===== config.mk =====
export PLATFORM = sky130hd
export DESIGN_NAME = axis_position_interpolator_top_flat
export DESIGN_NICKNAME = d
export VERILOG_FILES = /design/src/apint_pkg.sv /design/src/apint_cmd_if.sv /design/src/apint_res_if.sv /design/src/apint_mul.sv /design/src/apint_div.sv /design/src/axis_position_interpolator_top.sv /design/src/flat_wrapper.sv
export VERILOG_INCLUDE_DIRS = /design/src /design/src/src
export SDC_FILE = /design/constraint.sdc
export NUM_CORES = 1
export LEC_CHECK = 0
export BUFFER_PORTS_ARGS = -buffer_cell sky130_fd_sc_hd__buf_4
export CAP_MARGIN = 5
export CORE_ASPECT_RATIO = 1.25
export CORE_MARGIN = 1.5
export CORE_UTILIZATION = 49
export CTS_CLUSTER_DIAMETER = 50
export DETAILED_ROUTE_END_ITERATION = 7
export PLACE_DENSITY = 0.76
export RECOVER_POWER = 100
export SLEW_MARGIN = 25
export SYNTH_ARGS = -nofsm -noshare
export SYNTH_HDL_FRONTEND = slang
export SYNTH_SLANG_ARGS = --single-unit

===== constraint.sdc =====
create_clock -name clk -period 7.2 [get_ports clk]
set_input_delay 0.36 -clock clk [delete_from_list [all_inputs] [get_ports clk]]
set_output_delay 0.36 -clock clk [all_outputs]
set_load 0.05 [all_outputs]

===== src/assert_macros.svh =====
// ---------------------------------------------------------------------------
// assert_macros.svh
// clocked assertion helpers used by the interpolator top
// ---------------------------------------------------------------------------
`ifndef ASSERT_MACROS_SVH
`define ASSERT_MACROS_SVH

// implication checked on every rising edge, off while in reset
`define ASSERT_IMPL(label, pre, post, msg) \
	label: assert property (@(posedge clk) disable iff (!arst_n) (pre) |-> (post)) \
		else $error(msg);

// condition followed by another in the next cycle
`define ASSERT_NEXT(label, pre, post, msg) \
	label: assert property (@(posedge clk) disable iff (!arst_n) (pre) |=> (post)) \
		else $error(msg);

`endif


===== src/apint_pkg.sv =====
`timescale 1ns / 1ps
// ---------------------------------------------------------------------------
// apint_pkg
// shared widths, codes and types of the axis position interpolator
// ---------------------------------------------------------------------------
package apint_pkg;

	localparam int DATA_W    = 32;
	localparam int FRAC_W    = 16;
	localparam int SW_W      = 8;
	localparam int CFG_W     = 8;
	localparam int CFG_IDX_W = 2;
	localparam int CNT_W     = $clog2(DATA_W);
	localparam int TICK_RATE = 32000;

	typedef logic signed [DATA_W-1:0] word_t;
	typedef logic [SW_W-1:0]          sw_t;
	typedef logic [CNT_W-1:0]         cnt_t;

	// command codes
	typedef enum logic [1:0] {
		OP_TICK = 2'd0,
		OP_MOVE = 2'd1,
		OP_JOG  = 2'd2,
		OP_SET  = 2'd3
	} op_t;

	// configuration register indexes
	typedef enum logic [CFG_IDX_W-1:0] {
		CFG_STOP_MASK  = 2'd0,
		CFG_UPPER_MASK = 2'd1,
		CFG_LOWER_MASK = 2'd2
	} cfg_idx_t;

	// status of a serial arithmetic unit
	typedef struct packed {
		logic busy;
		logic done;
	} unit_stat_t;

endpackage


===== src/apint_cmd_if.sv =====
`timescale 1ns / 1ps
// ---------------------------------------------------------------------------
// apint_cmd_if
// command channel: valid/ready handshake with the command fields
// ---------------------------------------------------------------------------
interface apint_cmd_if;

	logic                  valid;
	logic                  ready;
	logic [1:0]            op;
	apint_pkg::word_t      position_value;
	apint_pkg::word_t      duration;
	apint_pkg::word_t      jog_rate;
	apint_pkg::sw_t        limit_switches;

	modport source (
		output valid, op, position_value, duration, jog_rate, limit_switches,
		input  ready
	);

	modport sink (
		input  valid, op, position_value, duration, jog_rate, limit_switches,
		output ready
	);

endinterface


===== src/apint_res_if.sv =====
`timescale 1ns / 1ps
// ---------------------------------------------------------------------------
// apint_res_if
// result channel: valid/ready handshake with position and velocity
// ---------------------------------------------------------------------------
interface apint_res_if;

	logic             valid;
	logic             ready;
	apint_pkg::word_t position_now;
	apint_pkg::word_t velocity_now;

	modport source (
		output valid, position_now, velocity_now,
		input  ready
	);

	modport sink (
		input  valid, position_now, velocity_now,
		output ready
	);

endinterface


===== src/apint_mul.sv =====
`timescale 1ns / 1ps
// ---------------------------------------------------------------------------
// apint_mul
// bit-serial signed shift-add multiplier, one multiplier bit per cycle
// ---------------------------------------------------------------------------
module apint_mul #(
	parameter int ACC_W = 52
) (
	input  logic                         clk,
	input  logic                         arst_n,
	input  logic                         start,
	input  logic signed [ACC_W-1:0]      mcand,
	input  apint_pkg::word_t             mplier,
	output logic        [ACC_W-1:0]      product,
	output apint_pkg::unit_stat_t        stat
);

	localparam apint_pkg::cnt_t LAST = apint_pkg::cnt_t'(apint_pkg::DATA_W - 1);

	logic                 busy_q;
	logic                 done_q;
	apint_pkg::cnt_t      cnt_q;
	logic [ACC_W-1:0]     mcand_q;
	apint_pkg::word_t     mplier_q;
	logic [ACC_W-1:0]     acc_q;
	logic [ACC_W-1:0]     addend;
	logic [ACC_W-1:0]     acc_nx;

	// the top multiplier bit carries negative weight
	always_comb begin
		addend = (cnt_q == LAST) ? (~mcand_q + ACC_W'(1)) : mcand_q;
		acc_nx = mplier_q[0] ? (acc_q + addend) : acc_q;
	end

	// sequencing
	always_ff @(posedge clk or negedge arst_n) begin
		if (!arst_n) begin
			busy_q <= 1'b0;
			done_q <= 1'b0;
			cnt_q  <= '0;
		end else begin
			done_q <= 1'b0;
			if (start) begin
				busy_q <= 1'b1;
				cnt_q  <= '0;
			end else if (busy_q) begin
				cnt_q <= cnt_q + apint_pkg::cnt_t'(1);
				if (cnt_q == LAST) begin
					busy_q <= 1'b0;
					done_q <= 1'b1;
				end
			end
		end
	end

	// operand shift registers and accumulator
	always_ff @(posedge clk) begin
		if (start) begin
			mcand_q  <= mcand;
			mplier_q <= mplier;
			acc_q    <= '0;
		end else if (busy_q) begin
			acc_q    <= acc_nx;
			mcand_q  <= mcand_q << 1;
			mplier_q <= mplier_q >>> 1;
		end
	end

	assign product   = acc_q;
	assign stat.busy = busy_q;
	assign stat.done = done_q;

endmodule


===== src/apint_div.sv =====
`timescale 1ns / 1ps
// ---------------------------------------------------------------------------
// apint_div
// bit-serial restoring divider, one quotient bit per cycle, truncating
// toward zero for a signed dividend and a positive divisor
// ---------------------------------------------------------------------------
module apint_div #(
	parameter int DEN_W = 36
) (
	input  logic                    clk,
	input  logic                    arst_n,
	input  logic                    start,
	input  apint_pkg::word_t        num,
	input  logic [DEN_W-1:0]        den,
	output apint_pkg::word_t        quot,
	output apint_pkg::unit_stat_t   stat
);

	localparam int DW = apint_pkg::DATA_W;
	localparam apint_pkg::cnt_t LAST = apint_pkg::cnt_t'(DW - 1);

	logic               busy_q;
	logic               done_q;
	apint_pkg::cnt_t    cnt_q;
	logic [DW-1:0]      dq_q;
	logic [DEN_W-1:0]   rem_q;
	logic [DEN_W-1:0]   den_q;
	logic               neg_q;
	logic [DW-1:0]      num_mag;
	logic [DEN_W:0]     shifted;
	logic [DEN_W+1:0]   diff;
	logic               fits;

	// magnitude of the dividend and one trial subtraction
	always_comb begin
		num_mag = num[DW-1] ? (~num + DW'(1)) : num;
		shifted = {rem_q, dq_q[DW-1]};
		diff    = {1'b0, shifted} - {2'b00, den_q};
		fits    = !diff[DEN_W+1];
	end

	// sequencing
	always_ff @(posedge clk or negedge arst_n) begin
		if (!arst_n) begin
			busy_q <= 1'b0;
			done_q <= 1'b0;
			cnt_q  <= '0;
		end else begin
			done_q <= 1'b0;
			if (start) begin
				busy_q <= 1'b1;
				cnt_q  <= '0;
			end else if (busy_q) begin
				cnt_q <= cnt_q + apint_pkg::cnt_t'(1);
				if (cnt_q == LAST) begin
					busy_q <= 1'b0;
					done_q <= 1'b1;
				end
			end
		end
	end

	// dividend shifts out while quotient bits shift in
	always_ff @(posedge clk) begin
		if (start) begin
			dq_q  <= num_mag;
			rem_q <= '0;
			den_q <= den;
			neg_q <= num[DW-1];
		end else if (busy_q) begin
			rem_q <= fits ? diff[DEN_W-1:0] : shifted[DEN_W-1:0];
			dq_q  <= {dq_q[DW-2:0], fits};
		end
	end

	assign quot      = neg_q ? (~dq_q + DW'(1)) : dq_q;
	assign stat.busy = busy_q;
	assign stat.done = done_q;

endmodule


===== src/axis_position_interpolator_top.sv =====
`timescale 1ns / 1ps
// Single-axis constant-velocity interpolator. One command is in flight at a
// time and each gives one result. Tick and set-position commands, and a move
// with a duration of zero or less, pass from acceptance straight to the done
// state, which loads their result into the output register. A move with a
// positive duration, or a jog, first passes through 32 steps of the bit-serial
// shift-add multiplier (tick count or jog distance), then 32 steps of the
// bit-serial restoring divider (velocity), before the done state loads its
// result. A result that waits on the output delays the load until it is
// taken. A new command is taken as soon as the previous result is loaded into
// the output register, even while that result still waits.
// ---------------------------------------------------------------------------
// axis_position_interpolator_top
// position, target and velocity registers with serial mul/div datapath
// ---------------------------------------------------------------------------
`include "assert_macros.svh"

module axis_position_interpolator_top #(
	parameter int TICK_RATE = apint_pkg::TICK_RATE
) (
	input  logic                               clk,
	input  logic                               arst_n,
	apint_cmd_if.sink                          cmd,
	apint_res_if.source                        res,
	input  logic                               cfg_we,
	input  logic [apint_pkg::CFG_IDX_W-1:0]    cfg_index,
	input  logic [apint_pkg::CFG_W-1:0]        cfg_data
);

	localparam int DW    = apint_pkg::DATA_W;
	localparam int FW    = apint_pkg::FRAC_W;
	localparam int TR_W  = $clog2(TICK_RATE + 1);
	localparam int ACC_W = DW + ((TR_W > FW) ? TR_W : FW);
	localparam int DEN_W = ACC_W - FW;

	typedef enum logic [1:0] {
		S_IDLE,
		S_MUL,
		S_DIV,
		S_DONE
	} state_t;

	state_t                  state_q;
	logic                    out_valid_q;
	apint_pkg::word_t        pos_out_q;
	apint_pkg::word_t        vel_out_q;
	apint_pkg::word_t        position_q;
	apint_pkg::word_t        target_q;
	apint_pkg::word_t        velocity_q;
	apint_pkg::sw_t          stop_mask_q;
	apint_pkg::sw_t          upper_mask_q;
	apint_pkg::sw_t          lower_mask_q;

	apint_pkg::op_t          op_q;
	apint_pkg::word_t        pval_q;
	apint_pkg::word_t        rate_q;
	apint_pkg::sw_t          sw_q;
	logic                    dur_pos_q;
	apint_pkg::word_t        dist_q;

	logic                    accept;
	apint_pkg::op_t          cmd_op;
	logic                    dur_pos;
	logic                    mul_start;
	logic signed [ACC_W-1:0] mul_mcand;
	logic [ACC_W-1:0]        mul_product;
	apint_pkg::unit_stat_t   mul_stat;
	logic [DEN_W-1:0]        ticks;
	logic                    div_start;
	apint_pkg::word_t        div_num;
	logic [DEN_W-1:0]        div_den;
	apint_pkg::word_t        div_quot;
	apint_pkg::unit_stat_t   div_stat;

	logic                    commit;
	logic                    fwd;
	apint_pkg::sw_t          lim;
	apint_pkg::word_t        pos_nx;
	apint_pkg::word_t        tgt_nx;
	apint_pkg::word_t        vel_nx;

	// command handshake
	assign cmd.ready = (state_q == S_IDLE);
	assign accept    = cmd.valid && cmd.ready;
	assign cmd_op    = apint_pkg::op_t'(cmd.op);
	assign dur_pos   = !cmd.duration[DW-1] && (cmd.duration != '0);

	// multiplier: tick count for a move, distance for a jog
	assign mul_start = accept &&
		((cmd_op == apint_pkg::OP_JOG) || ((cmd_op == apint_pkg::OP_MOVE) && dur_pos));
	assign mul_mcand = (cmd_op == apint_pkg::OP_MOVE) ? ACC_W'(TICK_RATE)
		: ACC_W'(cmd.jog_rate);

	apint_mul #(
		.ACC_W (ACC_W)
	) u_mul (
		.clk     (clk),
		.arst_n  (arst_n),
		.start   (mul_start),
		.mcand   (mul_mcand),
		.mplier  (cmd.duration),
		.product (mul_product),
		.stat    (mul_stat)
	);

	// divider: distance over ticks for a move, rate over tick rate for a jog
	assign ticks     = mul_product[ACC_W-1:FW];
	assign div_start = (state_q == S_MUL) && mul_stat.done;
	assign div_num   = (op_q == apint_pkg::OP_MOVE) ? (pval_q - position_q) : rate_q;
	assign div_den   = (op_q != apint_pkg::OP_MOVE) ? DEN_W'(TICK_RATE)
		: ((ticks == '0) ? DEN_W'(1) : ticks);

	apint_div #(
		.DEN_W (DEN_W)
	) u_div (
		.clk    (clk),
		.arst_n (arst_n),
		.start  (div_start),
		.num    (div_num),
		.den    (div_den),
		.quot   (div_quot),
		.stat   (div_stat)
	);

	// axis update applied when the result is loaded
	assign commit = (state_q == S_DONE) && (!out_valid_q || res.ready);
	assign fwd    = !velocity_q[DW-1];
	assign lim    = fwd ? upper_mask_q : lower_mask_q;

	always_comb begin
		pos_nx = position_q;
		tgt_nx = target_q;
		vel_nx = velocity_q;
		unique case (op_q)
			apint_pkg::OP_TICK: begin
				if ((lim & sw_q & stop_mask_q) != '0) begin
					vel_nx = '0;
				end else if (fwd ? (target_q > position_q) : (target_q < position_q)) begin
					pos_nx = position_q + velocity_q;
				end else begin
					pos_nx = target_q;
					vel_nx = '0;
				end
			end
			apint_pkg::OP_MOVE: begin
				tgt_nx = pval_q;
				vel_nx = dur_pos_q ? div_quot : '0;
			end
			apint_pkg::OP_JOG: begin
				tgt_nx = position_q + dist_q;
				vel_nx = div_quot;
			end
			apint_pkg::OP_SET: begin
				pos_nx = pval_q;
			end
		endcase
	end

	// control state machine, axis state and result register
	always_ff @(posedge clk or negedge arst_n) begin
		if (!arst_n) begin
			state_q     <= S_IDLE;
			out_valid_q <= 1'b0;
			pos_out_q   <= '0;
			vel_out_q   <= '0;
			position_q  <= '0;
			target_q    <= '0;
			velocity_q  <= '0;
		end else begin
			if (commit) begin
				out_valid_q <= 1'b1;
				pos_out_q   <= pos_nx;
				vel_out_q   <= vel_nx;
				position_q  <= pos_nx;
				target_q    <= tgt_nx;
				velocity_q  <= vel_nx;
			end else if (res.ready) begin
				out_valid_q <= 1'b0;
			end
			unique case (state_q)
				S_IDLE: if (accept) state_q <= mul_start ? S_MUL : S_DONE;
				S_MUL:  if (mul_stat.done) state_q <= S_DIV;
				S_DIV:  if (div_stat.done) state_q <= S_DONE;
				S_DONE: if (commit) state_q <= S_IDLE;
			endcase
		end
	end

	// configuration registers
	always_ff @(posedge clk or negedge arst_n) begin
		if (!arst_n) begin
			stop_mask_q  <= '0;
			upper_mask_q <= '0;
			lower_mask_q <= '0;
		end else if (cfg_we) begin
			case (apint_pkg::cfg_idx_t'(cfg_index))
				apint_pkg::CFG_STOP_MASK:  stop_mask_q  <= cfg_data;
				apint_pkg::CFG_UPPER_MASK: upper_mask_q <= cfg_data;
				apint_pkg::CFG_LOWER_MASK: lower_mask_q <= cfg_data;
				default: ;
			endcase
		end
	end

	// command fields held for the duration of the transaction
	always_ff @(posedge clk) begin
		if (accept) begin
			op_q      <= cmd_op;
			pval_q    <= cmd.position_value;
			rate_q    <= cmd.jog_rate;
			sw_q      <= cmd.limit_switches;
			dur_pos_q <= dur_pos;
		end
		if (mul_stat.done) begin
			dist_q <= mul_product[DW+FW-1:FW];
		end
	end

	// result channel
	assign res.valid        = out_valid_q;
	assign res.position_now = pos_out_q;
	assign res.velocity_now = vel_out_q;

	// checks
	`ASSERT_IMPL(a_idle_units, cmd.ready, !mul_stat.busy && !div_stat.busy,
		"command taken while a serial unit is busy")
	`ASSERT_IMPL(a_div_nonzero, div_start, div_den != '0,
		"divider started with a zero divisor")
	`ASSERT_NEXT(a_commit_valid, commit, res.valid && (res.position_now == position_q),
		"loaded result does not match axis position")
	`ASSERT_IMPL(a_move_rest, commit && (op_q == apint_pkg::OP_MOVE) && !dur_pos_q,
		vel_nx == '0, "move without positive duration gives nonzero velocity")

endmodule


===== src/flat_wrapper.sv =====
// flat-port wrapper written by rule: the top's interface ports become plain ports
module axis_position_interpolator_top_flat 
#(
	parameter int TICK_RATE = apint_pkg::TICK_RATE
)
  (clk, arst_n, cfg_we, cfg_index, cfg_data, cmd_valid, cmd_op, cmd_position_value, cmd_duration, cmd_jog_rate, cmd_limit_switches, cmd_ready, res_valid, res_position_now, res_velocity_now, res_ready);
  apint_cmd_if cmd_i ();
  apint_res_if res_i ();
  input  logic clk;
  input  logic arst_n;
  input  logic cfg_we;
  input  logic [apint_pkg::CFG_IDX_W-1:0] cfg_index;
  input  logic [apint_pkg::CFG_W-1:0] cfg_data;
  input wire logic [$bits(cmd_i.valid)-1:0] cmd_valid;
  input wire logic [$bits(cmd_i.op)-1:0] cmd_op;
  input wire logic [$bits(cmd_i.position_value)-1:0] cmd_position_value;
  input wire logic [$bits(cmd_i.duration)-1:0] cmd_duration;
  input wire logic [$bits(cmd_i.jog_rate)-1:0] cmd_jog_rate;
  input wire logic [$bits(cmd_i.limit_switches)-1:0] cmd_limit_switches;
  output wire logic [$bits(cmd_i.ready)-1:0] cmd_ready;
  output wire logic [$bits(res_i.valid)-1:0] res_valid;
  output wire logic [$bits(res_i.position_now)-1:0] res_position_now;
  output wire logic [$bits(res_i.velocity_now)-1:0] res_velocity_now;
  input wire logic [$bits(res_i.ready)-1:0] res_ready;
  assign cmd_i.valid = cmd_valid;
  assign cmd_i.op = cmd_op;
  assign cmd_i.position_value = cmd_position_value;
  assign cmd_i.duration = cmd_duration;
  assign cmd_i.jog_rate = cmd_jog_rate;
  assign cmd_i.limit_switches = cmd_limit_switches;
  assign cmd_ready = cmd_i.ready;
  assign res_valid = res_i.valid;
  assign res_position_now = res_i.position_now;
  assign res_velocity_now = res_i.velocity_now;
  assign res_i.ready = res_ready;
  axis_position_interpolator_top #(.TICK_RATE(TICK_RATE)) u_core (.clk(clk), .arst_n(arst_n), .cmd(cmd_i), .res(res_i), .cfg_we(cfg_we), .cfg_index(cfg_index), .cfg_data(cfg_data));
endmodule

# After elaboration in Yosys (flattened, before gate mapping)
# Cells that the tools add are included.
# Widths: inputs -> output; s select.
# word_totals
input_bits,121
ff_bits,469
word_cells,144
output_inout_bits,66
# classes
n_reduce_logical,32
n_addsub,10
bitwise_logic,5
eq_ne,19
mux,47
order_cmp,2
# op_table
operator,n
$mux 32,12
$mux 48,4
$pmux 32 s2,2
$pmux 32 s3,1
$add 32x32->32,2
$not 32->32,2
$add 48x1->48 const B,1
$add 48x48->48,1
$not 48->48,1
$sub 33x32->34,1
$add 32x1->32 const B,1
$add 32x2->32 const B,1
$gt 32x32->1,1
$logic_not 32->1,1
$lt 32x32->1,1
$reduce_bool 32->1,1
$sub 32x32->32,1
$mux 31,1
$mux 5,4
$and 8x8->8,2
$mux 1,15
$mux 15,1
$eq 2x2->1 const B,6
$add 5x1->5 const B,2
19 further kinds,50

# Logic depth before layout (Yosys ltp)
# Gate-level depths: netlist of run 1.
# depth
depth_word,8
mapped_depth,23
ltp_nobuf,23

# Hierarchy
# From an unflattened synthesis of run 1, not the netlist that was laid out.
# unflattened
cells_unflattened,3406
area_unflattened_um2,32180.9
# modules_own_cells
mod,instances,area_per_inst_um2,seq_area_each_um2,cells_per_inst
axis_position_interpolator_top,1,15693.8,6291.0,1624
apint_mul,1,9178.8,3538.4,946
apint_div,1,7308.3,2767.7,836

# Least setup slack after synthesis of run 1
# Ideal clock, no wire load.
# synth_path
path_kind,register to register
start,register u_core.u_mul.mcand_q[13]
end,"register u_core.u_mul.acc_q[47], in the netlist u_core.u_mul.product[47]"
period_less_slack_ns,5.853
path_buffers,0
path_stages_with_launch,22
t_required_ns,7.130
arrival_ns,5.783
setup_ns,0.070
setup_slack_ns,1.347
cell_sequence,edfxtp_1 -> or4_4 -> or4_4 -> or3_1 -> or4_1 -> or3_1 -> nand2b_1 -> or2_2 -> o21ai_0 -> xnor2_1 -> ha_1 -> a21o_1 -> a21o_1 -> a21o_1 -> a21o_1 -> a21o_1 -> a2111oi_0 -> o211ai_1 -> o211ai_1 -> xnor2_1 -> or3_1 -> a21oi_1
# synth_via
elab_chain_len,4
# synth_rtl
element,line_no,rtl
from (decl),apint_mul.sv:23,logic [ACC_W-1:0] mcand_q;
from (signal assigned),apint_mul.sv:59,mcand_q <= mcand;
from (signal assigned),apint_mul.sv:64,mcand_q <= mcand_q << 1;
$not 48->48,apint_mul.sv:31,addend = (cnt_q == LAST) ? (~mcand_q + ACC_W'(1)) : mcand_q;
$add 48x1->48,apint_mul.sv:31,
$mux 48 *,apint_mul.sv:31,
$add 48x48->48 *,apint_mul.sv:32,acc_nx = mplier_q[0] ? (acc_q + addend) : acc_q;
to (signal assigned),apint_mul.sv:63,acc_q <= acc_nx;
to (decl),apint_mul.sv:25,logic [ACC_W-1:0] acc_q;
# Mark *: on every way between the ends. The rest lies on a longest branch, timed or not.
# A chain may end at the register's enable or synchronous reset.

# Worst setup path in the final report of run 1
# layout_path
start,register u_core.u_mul.mcand_q[11]
end,"register u_core.u_mul.acc_q[47], in the netlist u_core.u_mul.product[47]"
# The elaborated chain is that of the path after synthesis.

==> reports/results.ini, run 1 <==
[worst_setup_path]
crit_type = flip-flop to flip-flop
critPathLaunchType = flip-flop
critPathArrivalTime_ns = 6.98
crit_chain = or4_1 > or4_1 > or3_1 > or4_1 > or3_1 > nand2b_1 > or2_2 > o21ai_0 > xnor2_1 > ha_1 > a21o_1 > a21o_1 > a21o_1 > a21o_1 > a21o_1 > a2111oi_0 > o211ai_1 > o211ai_1 > xnor2_1 > or3_1 > a21oi_1
max_stage_delay_ns = 0.57
crit_path_top_delay_cell = or4_1
cp_max_fo = 7
required_ns = 7.72
worstSetupEndpointType = flip-flop
cpMostUsedCell = a21o_1

[sta]
min_period_ns = 6.46
slew_violations = 721
fin_setup_tns_ns = 0
rsz0062_at_grt = false
finClkSkew_ns = 0.0253
setup_violations = 0
post-route-period-util_pct = 89.7
slew_headroom_pct = -199
max_freq_mhz = 155
worstMarginPinSlew_ns = 4.49
holdWs_ns = 0.0367
hold_viol_final = 0

[clock_tree]
path_clk_slew_ns = 0.06
clock-sinks = 469
cts-buffers-inserted = 57
ctsHtreeMaxLevel = 2
cts_tree = done
cts-root-buf = clkbuf_16
postCtsSetupBuffers = 0
clockBufferDepth = 3
clock_latency_ns = 0.63
cts-resized-gates = 0

[synth]
async_reset_ff_share_pct = 29.2
syn_area_um2 = 30800
yosysTopAreaCellShare_pct = 24.5
synth_flop_cell = edfxtp_1
ys_seq_area_share_pct = 40.9
syn-instance-count = 3294
ys_warn_count = 0
ys_types = 79
synth_seq_cells = 469
syn_nets = 3639
yosysTopAreaCell = edfxtp_1
synthTopCellsByArea = edfxtp_1 (25%), dfrtp_1 (11%), ha_1 (8.9%)
syn_avg_cell_area_um2 = 9.36
synth_edf_count = 252

[global_routing]
first_global_vias = 25200
grtUsageTotal_pct = 27.2
grt_start_max_net_pins = 89
grt_pass1_wl_um = 138000
antenna_found_initial = 0
overflow = 0

[die]
dieArea_um2 = 64400
initial_core_util_pct = 49.7
die_w_um = 227
die_h_um = 283
core-area_um2 = 62000
row_count = 102
ios = 187

[detailed_routing]
routed_wirelength_um = 89000
initialDrtViolationCount = 2387
vias_per_cell = 5.97
num_vias = 26500
wl_per_cell_um = 20.1
dr.pass1.iters = 6
ant_nets = 0
drc_errors = 0

[finish]
area_growth_pct = 15.4
fin_nets = 3893
n_antenna_cell = 0
drive_above_1_share_pct = 8.70

[outcome]
status = finished with violations
violations = capacitance limit, slew limit

[min_path]
hp-class = primary input to flip-flop

[run]
drv_cap = 15

[place]
gp_congestion = 0.960
port-buffer-count = 186
dp_hpwl_um = 64600

[pwr]
power_density_nw_per_um2 = 167
p_leak_nw = 14.2
ir_drop_mv = 0.187

==> timing repair <==
action	in CTS	in global routing
setup endpoints to repair	0	0
hold buffers	107	0
endpoints found under the hold margin	201	0
==> Yosys cell counts, types with 7 or more instances <==
cell and count:
a2111oi_0 8, a211o_1 7, a211oi_1 28, a21boi_0 8
a21o_1 88, a21oi_1 263, a221o_1 7, a22o_1 24
a31oi_1 23, a41oi_1 10, and2_1 39, and3_1 31
buf_1 18, clkbuf_1 108, dfrtp_1 137, dfxtp_1 80
edfxtp_1 252, ha_1 219, inv_1 137, mux2_2 81
mux2i_1 90, nand2_1 425, nand2b_1 43, nand3_1 62
nand4_1 29, nand4b_1 7, nor2_1 198, nor2b_1 22
nor3_1 42, nor3b_1 9, nor4_1 28, o211ai_1 29
o21a_1 36, o21ai_0 236, o21bai_1 24, o221ai_1 7
o22ai_1 12, o31ai_1 38, o41ai_1 9, or2_2 17
or3_1 36, or4_1 17, xnor2_1 147, xor2_1 82
==> where the power goes <==
| part | internal (mW) | total [mW] | switching, mW |
|---|---|---|---|
| Combinational | 0.0969 | 0.177 | 0.0800 |
| Clock | 1.67 | 2.90 | 1.23 |
| Sequential | 2.83 | 2.85 | 0.0147 |
| Total | 4.60 | 5.93 | 1.33 |
==> placed cells by master (no fill, tap or decap), types with 23 or more instances in the layout <==
cell type        n
dlygate4sd3_1  107
a21o_1          88
clkbuf_4        38
nor3_1          42
o31ai_1         38
nand2_1        423
o211ai_1        29
buf_4           55
inv_1          138
edfxtp_1       252
mux2_2          79
dfrtp_1        136
nand4_1         29
nor4_1          27
o21a_1          36
or3_1           36
xor2_1          82
o21bai_1        23
a22o_1          24
a211oi_1        27
clkbuf_16       60
a21oi_1        263
mux2i_1         90
ha_1           217
dfxtp_1         80
and3_1          31
xnor2_1        147
nand3_1         61
nor2_1         198
nand2b_1        43
o21ai_0        236
a31oi_1         23
clkbuf_1       127
==> worst max-delay path: cells and delay by family (launching register included) <==
family / cells / cell delay (ns)
simple gates: 8 / 3.30
compound gates: 10 / 1.99
flops: 1 / 0.47
fa+ha+maj: 1 / 0.32
xor+xnor: 2 / 0.26
==> final cells by class <==
class | instances | area [µm²]
Clock buffer | 72 | 1600
Clock inverter | 36 | 317
Fill cell | 5427 | 26400
Inverter | 141 | 531
Multi-Input combinational cell | 2557 | 17300
Sequential cell | 469 | 12600
Tap cell | 832 | 1040
Timing Repair Buffer | 322 | 2230
==> cells by family (layout without fill, tap and decap cells) <==
logic type               Yosys count  after routing  synth area share, %
AO/OA/AOI/OAI                    908            908                 18.6
XOR/XNOR                         229            229                 6.51
adder cells (fa/ha/maj)          224            224                 9.21
buffers and inverters            268            571                 3.27
flip-flops                       469            469                 40.9
multiplexers                     171            171                 5.88
AND/OR/NAND/NOR                 1025           1025                 15.7
==> layer usage <==
| layer | track usage [%] | wire (µm) | up-vias | part of all wire (%) |
|---|---|---|---|---|
| li1 | - | - | 12600 | - |
| met1 | 34.2 | 36100 | 12700 | 41 |
| met2 | 46.0 | 42500 | 1002 | 48 |
| met3 | 4.00 | 6460 | 221 | 7.3 |
| met4 | 12.1 | 4070 | 0 | 4.6 |
| met5 | 0 | 0 | - | 0 |
==> flip-flops by register name, indices dropped and copies added (netlist names), 2 cells and up <==
signal                   cells
u_core.rate_q               32
u_core.u_div.rem_q          32
u_core.res.position_now     32
u_core.u_mul.product        48
u_core.u_div.dq_q           32
u_core.u_mul.mplier_q       32
u_core.stop_mask_q           8
u_core.upper_mask_q          8
u_core.op_q                  2
u_core.u_mul.mcand_q        48
u_core.lower_mask_q          8
u_core.sw_q                  8
u_core.u_div.den_q          32
u_core.u_mul.cnt_q           5
u_core.pval_q               32
u_core.dist_q               32
u_core.res.velocity_now     32
u_core.u_div.cnt_q           5
u_core.state_q               2
u_core.target_q             32
==> metrics by stage <==
step                total power [mW]  area (µm²)  std cells  setup WS [ns]  util, %
floorplan                       2.93       30800       3294           1.35        -
global placement                3.03       33100       4214          0.908     53.3
detailed placement              3.04       33100       4214          0.885     53.3
CTS                             5.97       36100       4429          0.835     58.2
global route                    6.09       35600       4429          0.338     57.4
finish                          5.93       35600       4429          0.740     57.4
==> final timing paths <==
path	cells past startpoint	end	startpoint	slack, ns
worst min-delay path	3	u_core.u_mul.mplier_q[10]	cmd_duration[10]	0.04
worst min register to register	2	u_core.u_mul.product[14]	u_core.u_mul.product[14]	0.46
min in group asynchronous	2	u_core.res.velocity_now[23]	arst_n	1.88
max in group asynchronous	3	u_core.u_div.busy_q	arst_n	1.96
worst max-delay path	21	u_core.u_mul.product[47]	u_core.u_mul.mcand_q[11]	0.74
worst max register to register	21	u_core.u_mul.product[47]	u_core.u_mul.mcand_q[11]	0.74
Note: power is estimated with default switching activity, not from simulation.
==> run 2, diff against run 1 <==
--- a/config.mk
+++ b/config.mk
@@ -10,10 +10,10 @@
 export CAP_MARGIN = 5
 export CORE_ASPECT_RATIO = 1.25
 export CORE_MARGIN = 1.5
-export CORE_UTILIZATION = 49
+export CORE_UTILIZATION = 25
 export CTS_CLUSTER_DIAMETER = 50
 export DETAILED_ROUTE_END_ITERATION = 7
-export PLACE_DENSITY = 0.76
+export PLACE_DENSITY = 0.5
 export RECOVER_POWER = 100
 export SLEW_MARGIN = 25
 export SYNTH_ARGS = -nofsm -noshare
==> run 2 against run 1 <==
  * Cell count is 19% higher
  * Sequential power barely moved
  * Largest power group unchanged
  * Register-to-register slack worse by 0.11 ns
  * Worst hold slack better by 0.028 ns
  * Clock power increased by 38%
  * Highest routed layer is now met5
  * Die area increased by 95%
  * Utilization is 27 points lower
  * The flow still finishes with violations (capacitance limit, slew limit)
  * First-iteration DRC count shrank 29%
  * Wire length is 14% higher
  * Non-clock buffer count up 13
  * Worst setup slack lost 0.11 ns
  * Combinational power is essentially flat
  * Critical path type unchanged
==> reports/results.ini, run 2 (same netlist as run 1, synthesis figures left out) <==
[outcome]
status = finished with violations  ; unchanged
violations = capacitance limit, slew limit  ; unchanged

[global_routing]
grt_pass1_wl_um = 154000  ; was 138000 µm
grtUsageMet1_pct = 20.8  ; was 34.2%
grtUsageTotal_pct = 15.9  ; was 27.2%
met3_usage_pct = 2.40  ; was 4.00%
top_usage_layer = met2  ; unchanged
antenna_found_initial = 12  ; was 0
first_global_vias = 25300  ; was 25200
overflow = 0  ; unchanged
use_met2_pct = 26.6  ; was 46.0%
grt_start_max_net_pins = 87  ; was 89

[place]
dp_hpwl_um = 75500  ; was 64600 µm
gp_congestion = 0.862  ; was 0.960
place_ws_ns = 0.831  ; was 0.885 ns
dp_cells = 4982  ; was 4214
port-buffer-count = 186  ; unchanged

[worst_setup_path]
cp_max_fo = 7  ; unchanged
crit_type = flip-flop to flip-flop  ; unchanged
reg2reg_depth = 21  ; unchanged
required_ns = 7.75  ; was 7.72 ns
worstSetupEndpointType = flip-flop  ; unchanged
critPathLaunchType = flip-flop  ; unchanged
critPathArrivalTime_ns = 7.12  ; was 6.98 ns
r2r_end = u_core.u_mul.product[47]  ; unchanged
crit-reg2reg-launch = u_core.u_mul.mcand_q[13]  ; was u_core.u_mul.mcand_q[11]
reg2reg_slack_ns = 0.63  ; was 0.74 ns

[finish]
layout_commonest_cell = nand2_1  ; unchanged
area_growth_pct = 21.8  ; was 15.4%
final_cell_mix = nand2_1 (421), a21oi_1 (263), edfxtp_1 (252), o21ai_0 (236), ha_1 (217)  ; was nand2_1 (423), a21oi_1 (263), edfxtp_1 (252), o21ai_0 (236), ha_1 (217)
multi_input_area_um2 = 17300  ; about the same
drive_above_1_share_pct = 9.91  ; was 8.70%
fillCellCount = 12900  ; was 5427
fin_cells = 5252  ; was 4429
regArea_um2 = 12600  ; unchanged
fin_nets = 3930  ; was 3893

[sta]
hold_viol_final = 0  ; unchanged
setup_violations = 0  ; unchanged
fin_setup_tns_ns = 0  ; unchanged
layout_setup_ws_ns = 0.625  ; was 0.740 ns
worstMarginPinSlew_ns = 4.63  ; was 4.49 ns
post-route-period-util_pct = 91.3  ; was 89.7%
rsz0062_at_grt = false  ; unchanged
max_freq_mhz = 152  ; was 155 MHz
finClkSkew_ns = 0.0370  ; was 0.0253 ns
holdWs_ns = 0.0647  ; was 0.0367 ns
slew_violations = 737  ; was 721
slew_headroom_pct = -209  ; was -199%
min_period_ns = 6.57  ; was 6.46 ns

[detailed_routing]
ant_nets = 0  ; unchanged
num_vias = 26000  ; was 26500
dr.pass1.iters = 7  ; was 6
drc_errors = 0  ; unchanged
initialDrtViolationCount = 1696  ; was 2387
wl_per_cell_um = 19.3  ; was 20.1 µm
vias_per_cell = 4.94  ; was 5.97
routed_wirelength_um = 101000  ; was 89000 µm

[die]
ios = 187  ; unchanged
core-area_um2 = 122000  ; was 62000 µm²
row_count = 143  ; was 102
die_h_um = 396  ; was 283 µm
initial_core_util_pct = 25.3  ; was 49.7%
dieArea_um2 = 125000  ; was 64400 µm²
die_w_um = 317  ; was 227 µm

[clock_tree]
ctsHtreeMaxLevel = 3  ; was 2
cts_tree = done  ; unchanged
clock-sinks = 469  ; unchanged
path_clk_slew_ns = 0.06  ; about the same
cts-resized-gates = 0  ; unchanged
cts-root-buf = clkbuf_16  ; unchanged
clockBufferDepth = 3  ; unchanged
cts-buffers-inserted = 81  ; was 57
clock_latency_ns = 0.65  ; was 0.63 ns

[pwr]
ir_drop_mv = 0.166  ; was 0.187 mV
finalPower_mw = 7.01  ; was 5.93 mW
p_leak_nw = 14.6  ; was 14.2 nW
power_density_nw_per_um2 = 187  ; was 167 nW/µm²

[min_path]
hold_depth = 2  ; was 3
min-delay-start = cmd_duration[31]  ; was cmd_duration[10]
whs_endpoint = u_core.u_mul.mplier_q[31]  ; was u_core.u_mul.mplier_q[10]
hp-class = primary input to flip-flop  ; unchanged

[run]
drv_cap = 16  ; was 15

==> run 2: worst max path at each step <==
stage,start,endpoint,slack [ns],depth (start not counted)
3_3_place_gp,u_core.u_mul.mcand_q[13],u_core.u_mul.product[47],0.79,21
3_5_place_dp,u_core.u_mul.mcand_q[13],u_core.u_mul.product[47],0.83,21
6_report,u_core.u_mul.mcand_q[13],u_core.u_mul.product[47],0.63,21
4_1_cts,u_core.u_mul.mcand_q[13],u_core.u_mul.product[47],0.75,21
2_1_floorplan,u_core.u_mul.mcand_q[13],u_core.u_mul.product[47],1.35,21
5_1_grt,u_core.u_mul.mcand_q[13],u_core.u_mul.product[47],0.29,21
==> run 2: power breakdown <==
part,internal (mW),leakage (nW),switching [mW]
combinational,0.0984,9.03,0.0770
sequential,2.84,4.27,0.0113
clock,2.46,1.33,1.53
total,5.39,14.6,1.62
==> run 2: layout make-up <==
class	count	area share [%]
clock inverters	56	1.73
repair buffers	335	6.21
diodes	3	0.0200
flip-flops and latches	469	33.6
clock buffers	96	5.77
well taps	1595	5.32
inverters	141	1.41
multi-input cells	2557	46.0
==> run 2: per-stage QoR <==
step / instance area (µm²) / util, %
floorplan: 30800 / -
global placement: 34100 / 27.9
detailed placement: 34100 / 27.9
CTS: 38100 / 31.2
global route: 37500 / 30.8
finish: 37500 / 30.8
==> run 2: critical path, stage by stage (launching register included) <==
cell and delay [ns]:
edfxtp_1 0.43, or4_1 0.59, or4_1 0.48, or3_1 0.48, or4_1 0.58, or3_1 0.46, nand2b_1 0.19, or2_2 0.32
o21ai_0 0.21, xnor2_1 0.15, ha_1 0.31, a21o_1 0.22, a21o_1 0.18, a21o_1 0.19, a21o_1 0.18, a21o_1 0.18
a2111oi_0 0.44, o211ai_1 0.17, o211ai_1 0.15, xnor2_1 0.11, or3_1 0.31, a21oi_1 0.14
==> run 2: what timing repair did <==
item | CTS | global route
setup buffers | 0 | 0
endpoints found under the hold margin | 205 | 0
hold buffers | 114 | 0
==> run 2: routing by layer <==
| metal | vias to the layer above | part of all wire, % |
|---|---|---|
| met5 | - | 0.098 |
| met4 | 16 | 2.9 |
| met3 | 166 | 4.4 |
| met2 | 631 | 47 |
| met1 | 12500 | 45 |
| li1 | 12700 | - |
